$ cat config.mk
export PLATFORM = sky130hd
export DESIGN_NAME = decimal_factorial_engine_core
export DESIGN_NICKNAME = d
export VERILOG_FILES = /design/src/hdl/dfe_pkg.sv /design/src/hdl/decimal_factorial_engine_core.sv /design/src/hdl/dfe_div10.sv
export SDC_FILE = /design/constraint.sdc
export NUM_CORES = 2
export LEC_CHECK = 0
export ABC_AREA = 1
export BUFFER_PORTS_ARGS = -buffer_cell sky130_fd_sc_hd__buf_2
export CAP_MARGIN = 25
export CORE_MARGIN = 10
export CORE_UTILIZATION = 63
export DETAILED_ROUTE_END_ITERATION = 6
export PLACE_DENSITY = 0.76
export SLEW_MARGIN = 20
export SYNTH_ARGS = -nofsm -noshare
export SYNTH_HDL_FRONTEND = slang
export SYNTH_SLANG_ARGS = --single-unit
$ cat constraint.sdc
create_clock -name clk -period 16.73 [get_ports clk]
set_input_delay 1.673 -clock clk [delete_from_list [all_inputs] [get_ports clk]]
set_output_delay 1.673 -clock clk [all_outputs]
set_load 0.005 [all_outputs]
$ cat src/hdl/dfe_pkg.sv
// ----------------------------------------------------------------------------
// dfe_pkg
// shared constants for the decimal factorial engine
// ----------------------------------------------------------------------------
package dfe_pkg;

  localparam int DIGITS_DEF   = 256;
  localparam int MAX_DIGITS   = 256;
  localparam int GROUP_DIGITS = 16;
  localparam int CNT_W        = 9;
  localparam int IDX_W        = 8;
  localparam int PROD_W       = 12;
  localparam int CARRY_W      = 8;
  localparam int QUOT_W       = 9;
  localparam int BCD_W        = 4;
  localparam int GROUP_W      = GROUP_DIGITS * BCD_W;
  localparam int DEC_BASE     = 10;
  localparam int RECIP_10     = 3277;
  localparam int RECIP_SHIFT  = 15;

endpackage

$ cat src/hdl/decimal_factorial_engine_core.sv
// ----------------------------------------------------------------------------
// decimal_factorial_engine_core
// computes n! in decimal and streams it as packed bcd groups
// ----------------------------------------------------------------------------
// usage: drive n and pulse start while busy is low; that edge is the transfer.
// busy stays high until the whole result has been sent.
// results: valid is high for exactly one cycle per group, with bcd_group,
// last and overflow; groups come most significant first, the top group is
// zero padded, last marks the least significant group.
// if n! needs more digits than min(DIGITS, 256), one result with
// bcd_group = 0, last = 1 and overflow = 1 is sent instead.
// operation: for each multiplier from n down to 2 the digit store is swept
// once through the shared divide-by-ten unit, each stored digit being read,
// multiplied and divided, then each digit added by the final carry is split
// off and the pass is closed; then every group of 16 digits is read and
// shifted through the store's read port. n of 0 or 1 gives a single group.
// one item at a time.
// reset: synchronous, returns to idle with no result pending; the digit
// store needs no clearing. the receiver cannot stall: results must be taken.
// ----------------------------------------------------------------------------
module decimal_factorial_engine_core
  import dfe_pkg::*;
#(
  parameter int DIGITS = DIGITS_DEF
)(
  input  logic               clk,
  input  logic               rst,
  input  logic               start,
  output logic               busy,
  input  logic [7:0]         n,
  output logic               valid,
  output logic [GROUP_W-1:0] bcd_group,
  output logic               last,
  output logic               overflow
);

  localparam int CAP = (DIGITS < MAX_DIGITS) ? DIGITS : MAX_DIGITS;
  localparam int AW  = $clog2(CAP);

  typedef enum logic [2:0] {
    S_IDLE,
    S_RD,
    S_MUL,
    S_DIV,
    S_EXT,
    S_EDIV,
    S_ORD,
    S_OSH
  } state_t;

  state_t             state;
  logic [7:0]         mult;
  logic [CARRY_W-1:0] carry;
  logic [CNT_W-1:0]   count;
  logic [IDX_W-1:0]   idx;
  logic [PROD_W-1:0]  t;
  logic [GROUP_W-1:0] word;
  logic               dvld;

  logic [BCD_W-1:0]   mem [CAP];
  logic [BCD_W-1:0]   rd_data;
  logic               rd_en;
  logic [AW-1:0]      rd_addr;
  logic               wr_en;
  logic [AW-1:0]      wr_addr;
  logic [BCD_W-1:0]   wr_data;

  logic [QUOT_W-1:0]  quot;
  logic [BCD_W-1:0]   rem;
  logic [CNT_W-1:0]   idx_ext;
  logic [CNT_W-1:0]   top_digit;
  logic [BCD_W-1:0]   odigit;

  dfe_div10 u_div10 (
    .dividend  (t),
    .quotient  (quot),
    .remainder (rem)
  );

  assign busy      = (state != S_IDLE);
  assign idx_ext   = {1'b0, idx};
  assign top_digit = count - CNT_W'(1);
  assign odigit    = dvld ? rd_data : '0;

  always_comb begin
    rd_en   = 1'b0;
    rd_addr = idx[AW-1:0];
    wr_en   = 1'b0;
    wr_addr = idx[AW-1:0];
    wr_data = rem;
    unique case (state)
      S_IDLE: begin
        wr_en   = start;
        wr_addr = '0;
        wr_data = BCD_W'(1);
      end
      S_RD:   rd_en = 1'b1;
      S_DIV:  wr_en = 1'b1;
      S_EDIV: begin
        wr_en   = 1'b1;
        wr_addr = count[AW-1:0];
      end
      S_ORD:  rd_en = (idx_ext < count);
      default: begin
      end
    endcase
  end

  always_ff @(posedge clk) begin
    if (rd_en) begin
      rd_data <= mem[rd_addr];
    end
    if (wr_en) begin
      mem[wr_addr] <= wr_data;
    end
  end

  always_ff @(posedge clk) begin
    if (rst) begin
      state <= S_IDLE;
      valid <= 1'b0;
    end else begin
      valid <= 1'b0;
      unique case (state)
        S_IDLE: begin
          if (start) begin
            mult  <= n;
            count <= CNT_W'(1);
            carry <= '0;
            idx   <= '0;
            word  <= '0;
            if (n < 8'd2) begin
              idx   <= IDX_W'(GROUP_DIGITS - 1);
              state <= S_ORD;
            end else begin
              state <= S_RD;
            end
          end
        end
        S_RD: state <= S_MUL;
        S_MUL: begin
          t     <= PROD_W'(rd_data) * PROD_W'(mult) + PROD_W'(carry);
          state <= S_DIV;
        end
        S_DIV: begin
          carry <= quot[CARRY_W-1:0];
          if (idx_ext + CNT_W'(1) == count) begin
            state <= S_EXT;
          end else begin
            idx   <= idx + IDX_W'(1);
            state <= S_RD;
          end
        end
        S_EXT: begin
          priority if (carry == '0) begin
            if (mult == 8'd2) begin
              idx   <= {top_digit[IDX_W-1:4], 4'hF};
              word  <= '0;
              state <= S_ORD;
            end else begin
              mult  <= mult - 8'd1;
              idx   <= '0;
              state <= S_RD;
            end
          end else if (count >= CNT_W'(CAP)) begin
            valid     <= 1'b1;
            bcd_group <= '0;
            last      <= 1'b1;
            overflow  <= 1'b1;
            state     <= S_IDLE;
          end else begin
            t     <= PROD_W'(carry);
            state <= S_EDIV;
          end
        end
        S_EDIV: begin
          count <= count + CNT_W'(1);
          carry <= quot[CARRY_W-1:0];
          state <= S_EXT;
        end
        S_ORD: begin
          dvld  <= (idx_ext < count);
          state <= S_OSH;
        end
        S_OSH: begin
          if (idx[3:0] == 4'd0) begin
            valid     <= 1'b1;
            bcd_group <= {word[GROUP_W-BCD_W-1:0], odigit};
            last      <= (idx[IDX_W-1:4] == '0);
            overflow  <= 1'b0;
            word      <= '0;
            if (idx[IDX_W-1:4] == '0) begin
              state <= S_IDLE;
            end else begin
              idx   <= idx - IDX_W'(1);
              state <= S_ORD;
            end
          end else begin
            word  <= {word[GROUP_W-BCD_W-1:0], odigit};
            idx   <= idx - IDX_W'(1);
            state <= S_ORD;
          end
        end
        default: state <= S_IDLE;
      endcase
    end
  end

endmodule

$ cat src/hdl/dfe_div10.sv
// ----------------------------------------------------------------------------
// dfe_div10
// shared divide-by-ten unit, reciprocal multiply with remainder
// ----------------------------------------------------------------------------
module dfe_div10
  import dfe_pkg::*;
(
  input  logic [PROD_W-1:0] dividend,
  output logic [QUOT_W-1:0] quotient,
  output logic [BCD_W-1:0]  remainder
);

  localparam int MUL_W = 2 * PROD_W;

  logic [MUL_W-1:0]  prod;
  logic [PROD_W-1:0] back;
  logic [PROD_W-1:0] diff;

  assign prod      = {{PROD_W{1'b0}}, dividend} * MUL_W'(RECIP_10);
  assign quotient  = prod[RECIP_SHIFT +: QUOT_W];
  assign back      = PROD_W'({3'd0, quotient} * PROD_W'(DEC_BASE));
  assign diff      = dividend - back;
  assign remainder = diff[BCD_W-1:0];

endmodule
# After elaboration in Yosys (flattened, before gate mapping)
# Memories as Yosys holds them, arrays and structs flattened. A register that Yosys moved wholly into a read port is not among the register bits.
# Index checks and enable logic that the tools add are counted.
[word_totals] reg_bits=176 ram_bits=1024 inputBits=11 out_inout_bits=68 word_cells=122 memories=1
[memory_table] memory="mem" depth=256 word_bits=4 rd=1 rd_ports_with_merged_regs=1 write_ports=1 line_no="decimal_factorial_engine_core.sv:60" source="logic [BCD_W-1:0] mem [CAP];"
[classes] n_addsub=8 n_mul=3 n_lt_le_gt_ge=3 n_eq_ne=19 mux=54 bitwise_logic=1 reduce_logical=21
[ops] operator="$mux 60" count=4
[ops] operator="$mux 64" count=3
[ops] operator="$pmux 60 s3" count=1
[ops] operator="$pmux 64 s2" count=1
[ops] operator="$mux 8" count=10
[ops] operator="$pmux 8 s2" count=3
[ops] operator="$pmux 8 s4" count=1
[ops] operator="$mul 12x12->24 const B" count=1
[ops] operator="$mux 12" count=2
[ops] operator="$mux 3" count=8
[ops] operator="$pmux 12 s2" count=1
[ops] operator="$pmux 3 s8" count=1
[ops] operator="$sub 8x1->8 const B" count=3
[ops] operator="$ne 2x2->1 const B" count=9
[ops] operator="$pmux 9 s2" count=1
[ops] operator="$reduce_and 5->1" count=3
[ops] operator="$add 12x8->12" count=1
[ops] operator="$eq 3x3->1 const B" count=4
[ops] operator="$mul 4x8->12" count=1
[ops] operator="$mux 4" count=3
[ops] operator="$pmux 1 s2" count=5
[ops] operator="$reduce_bool 2->1" count=5
[ops] operator="$add 8x1->9 const B" count=1
[ops] operator="$add 9x1->9 const B" count=1
[ops] operator="other kinds (24)" count=36

# Depth between registers and ports, before layout
[logic_depth] word_depth=5 depth_mapped=27 depth_no_buf=27

# Modules after synthesis
# A second synthesis with hierarchy kept.
[unflattened] hier_cells=5721 hier_area_um2=56704.4
[by_module_without_submodules] module="decimal_factorial_engine_core" n_inst=1 cells_per_inst=5328 area_each_um2=53633.9 seq_area_each_um2=36114.6
[by_module_without_submodules] module="dfe_div10" n_inst=1 cells_per_inst=393 area_each_um2=3070.4 seq_area_each_um2=0.0

# Worst setup path after synthesis
# OpenSTA, ideal clock, no wires.
[synth_path] path_kind="register to register" startpoint="register t[2]" endpoint="memory mem[0][3], data pin" setup_time_ns=1.402 arrival_time_ns=10.693 required_time_ns=15.328 path_slack_ns=4.635 stages_incl_launch_ff=28 n_path_buf=0 synth_period_minus_slack_ns=12.095 path_cell_list="edfxtp_1 ha_1 inv_1 fa_1 inv_1 fa_1 fa_1 inv_1 fa_1 inv_1 ha_1 nand2_1 inv_1 nand2_1 nor3_1 nand2_1 nand3_1 nand2_1 nand2_1 ha_1 inv_1 fa_1 xnor2_1 nand3b_1 nand2_1 nand2_1 nand2_1 nor2_1"
[synth_between] elab_chain_len=4
[synth_rtl] element="from (decl)" line_no="decimal_factorial_engine_core.sv:56" source="logic [PROD_W-1:0] t;"
[synth_rtl] element="from (signal assigned)" line_no="decimal_factorial_engine_core.sv:142" source="t <= PROD_W'(rd_data) * PROD_W'(mult) + PROD_W'(carry);"
[synth_rtl] element="from (signal assigned)" line_no="decimal_factorial_engine_core.sv:172" source="t <= PROD_W'(carry);"
[synth_rtl] element="$mul 12x12->24" line_no="dfe_div10.sv:19" source="assign prod = {{PROD_W{1'b0}}, dividend} * MUL_W'(RECIP_10);"
[synth_rtl] element="via quot[0]" line_no="decimal_factorial_engine_core.sv:68" source="logic [QUOT_W-1:0] quot;"
[synth_rtl] element="$mul 9x3->3" line_no="dfe_div10.sv:21" source="assign back = PROD_W'({3'd0, quotient} * PROD_W'(DEC_BASE));"
[synth_rtl] element="$sub 4x4->4" line_no="dfe_div10.sv:22" source="assign diff = dividend - back;"
[synth_rtl] element="$mux 4" line_no="decimal_factorial_engine_core.sv:91" source="unique case (state)"
[synth_rtl] element="via wr_data[3]" line_no="decimal_factorial_engine_core.sv:66" source="logic [BCD_W-1:0] wr_data;"
[synth_rtl] element="to (decl)" line_no="decimal_factorial_engine_core.sv:60"
# The timed path passes the listed nets, and every way through them passes these cells.

# Worst setup path in the final report
[layout_path] startpoint="register t[2]" endpoint="memory mem[209][3], data pin"
# The elaborated chain is that of the path after synthesis.

==> metrics.md <==
| Metric | Value |
|---|---|
| Die W | `314 µm` |
| Failing checks | `DRC` |
| Setup CP Type | `reg2reg` |
| Detailed-route DRC error count | `5` |
| Die Span Y | `around 310 µm` |
| Setup bufs post-CTS | `0` |
| # hold bufs at CTS | `0` |
| Overall power | `8.70 mW` |
| Metal3 WL | `roughly 13000 µm` |
| Sw frac | `0.301` |
| Synth top area share | `0.664` |
| Power Dens Cells | `around 150 nW/µm²` |
| CTS Sinks | `approximately 1200` |
| I/O pins | `79` |
| #FFs+latches synth | `between 1000 and 1500` |
| Diode count | `0` |
| Sequential cell area fraction in the yosys report | `0.665` |
| Synth warn | `0` |
| Max Root-Sink Buffers | `3` |
| Number of synthesized flops with an enable pin | `1200` |
| GRT Residual Overflow | `0` |
| Worst-Skew Late Latency | `just over 0.7 ns` |
| Slew margin rel. | `0.259` |
| Fmax | `0.136 GHz` |
| HPWL Detailed | `76000 µm` |
| Top cell type by total area after synthesis | `edfxtp_1` |
| Commonest non-fill, non-tap cell in the layout | `edfxtp_1` |
| Slowest stage delay, CP | `between 0.8 and 0.9 ns` |
| RSZ-0062 raised after global routing | `no` |
| Worst path most repeated cell | `nand2_1` |
| Comb power frac | `0.211` |
| VDD IR max | `0.395 mV` |
| Share of cells above drive strength 1 | `0.0655` |
| Utilization after layout | `0.697` |
| Final ANT Viol Nets | `0` |
| GRT Util Overall | `0.262` |
| Drt via density | `roughly 5.8` |
| Async SR Flop Fraction | `0` |
| Period utilization | `0.439` |
| Slew Viols, Final | `0` |
| Detailed Routing Iterations Pass 1 | `7` |
| Worst EP required | `17.09 ns` |
| Synth Cell Area | `around 54000 µm²` |
| Met2 wire length | `around 62000 µm` |
| Cts bufs inserted | `118` |
| Gates resized, CTS repair | `0` |
| WL met1 | `50300 µm` |
| Syn_area_per_cell | `between 10 and 15 µm²` |
| Final GP Congestion | `roughly 0.9` |
| Post-Syn Nets | `5283` |
| Maxcap violations | `0` |
| Design area | `59400 µm²` |
| Clk pwr share | `0.304` |
| CP arrival | `~7.7 ns` |
| Sequential power share | `0.485` |
| Htree depth | `3` |
| Setup_tns | `0 ns` |
| Synth area leaders | `edfxtp_1 (66%), nor2_1 (7.9%), nand2_1 (6.9%)` |
| Site row count | `approximately 110` |
| Port buffer count | `78` |
| CORE AREA | `between 80000 and 90000 µm²` |
| Largest net degree at the start of global routing | `about 220` |
| Initial antenna violation count | `2` |
| Vias | `about 37000` |
| Starting DRT DRC Count | `4455` |
| CTS root buf | `clkbuf_16` |
| CP Launch Type | `register` |
| Main synth FF type | `edfxtp_1` |
| Commonest non-fill, non-tap cells in the layout | `edfxtp_1 (1200), nor2_1 (1143), nand2_1 (1004), o21ai_0 (448), inv_1 (370)` |
| Min Tclk post-route | `7.34 ns` |
| Min-delay worst type | `reg2reg` |
| First-pass GRT wire length | `202000 µm` |
| CTS tree | `done` |
| Vias in the first global route | `roughly 36000` |
| Leak | `~23 nW` |
| Die area | `98300 µm²` |
| Clk slew on worst S/H paths | `0.07 ns` |
| Area Growth Syn to Fin | `9.48%` |
| Cell variety after synth | `between 40 and 50` |
| Initial Utilization | `0.637` |
| Status | `finished with violations` |
| Final setup violation count | `0` |
| Worst setup EP type | `register` |
| Post-Synthesis Cells | `5090` |
| Worst Clk Skew | `~0.05 ns` |
| WL per Instance | `around 21 µm` |
| Nets | `between 5000 and 6000` |
| DP Area | `around 56000 µm²` |
| Worst Tran Pin Value | `1.11 ns` |
| Final hold violation count | `0` |
| Routed Wire Length | `130000 µm` |
| Min Hold Slack | `about 0.54 ns` |
| Switch Pwr | `between 2 and 3 mW` |
| Max layer used | `met5` |
| Slowest stage cell, crit path | `buf_4` |
| Worst Path Max Fanout | `90` |
| Int Pwr | `around 6 mW` |
-- registers in the layout, summed over array words and instances, names as in the netlist --
register	count
mem	1024
bcd_group	64
word	60
t	12
count	9
carry	8
idx	8
mult	8
rd_data	4
state	3
dvld	1
last	1
overflow	1
valid	1
-- through the flow --
| step | cells | worst slack (ns) |
|---|---|---|
| floorplan | 5090 | 4.63 |
| global placement | 6100 | 9.56 |
| detailed placement | 6100 | 9.49 |
| CTS | 6320 | 9.41 |
| global route | 6320 | 8.81 |
| finish | 6320 | 9.39 |
-- path summary, 6_finish.rpt --
path | start | endpoint | slack (ns) | cells past startpoint
setup / recovery | t[2] | mem[209][3] | 9.39 | 29
hold / removal | word[58] | bcd_group[62] | 0.54 | 2
setup reg to reg | t[2] | mem[209][3] | 9.39 | 29
hold reg to reg | word[58] | bcd_group[62] | 0.54 | 2
-- synth_stat cells (3+ instances only) --
master    number
edfxtp_1    1200
nor2_1      1149
nand2_1     1005
o21ai_0      448
inv_1        370
nand3_1      183
clkbuf_1     176
ha_1         124
a21oi_1       87
fa_1          58
buf_2         53
o22ai_1       52
buf_1         30
nand4_1       30
nor3_1        28
xor2_1        15
inv_2         13
xnor2_1       10
o22ai_2        6
or2_2          6
dfxtp_1        4
nor3_2         4
o21a_1         4
a31oi_1        3
clkinv_1       3
nor2_2         3
nor4_1         3
o21bai_1       3
-- kinds of logic after synthesis --
kind of cell               count (synthesis)  synth area share
adders and majority gates                182            0.0500
DFF                                     1204             0.665
AOI/OAI and AO/OA                        616            0.0599
buffers and inverters                    647            0.0461
and+or+nand+nor                         2416             0.175
xor gates and xnor gates                  25           0.00403
-- power groups by stage --
stage / logic, mW / registers [mW] / clock network, mW
detailed placement: 1.81 / 4.28 / 0
global route: 2.05 / 4.22 / 2.78
finish: 1.84 / 4.22 / 2.64
floorplan: 1.09 / 4.51 / 0
global placement: 1.78 / 4.28 / 0
CTS: 1.83 / 4.22 / 2.66
-- cell type report --
| type | count | area (µm²) |
|---|---|---|
| Sequential cell | 1204 | 36100 |
| Inverter | 386 | 1460 |
| Tap cell | 1144 | 1430 |
| Multi-Input combinational cell | 3239 | 15700 |
| Clock buffer | 144 | 3050 |
| Timing Repair Buffer | 127 | 821 |
| Clock inverter | 76 | 817 |
| Fill cell | 6084 | 25800 |
-- worst max-delay path, delay by kind of cell (launching register included) --
family	cells	cell delay [ns]
flip-flops	1	0.56
buffers and inverters	8	1.90
XOR/XNOR	1	0.19
AND/OR/NAND/NOR	12	1.08
adder cells (fa/ha/maj)	8	3.14
-- routing by layer --
layer  vias to the layer above  GRT usage
li1                      17100          -
met1                     17500      0.340
met2                      1780      0.427
met3                       348     0.0545
met4                         4      0.113
met5                         -          0
No activity file was read; power rests on OpenSTA's default activity.
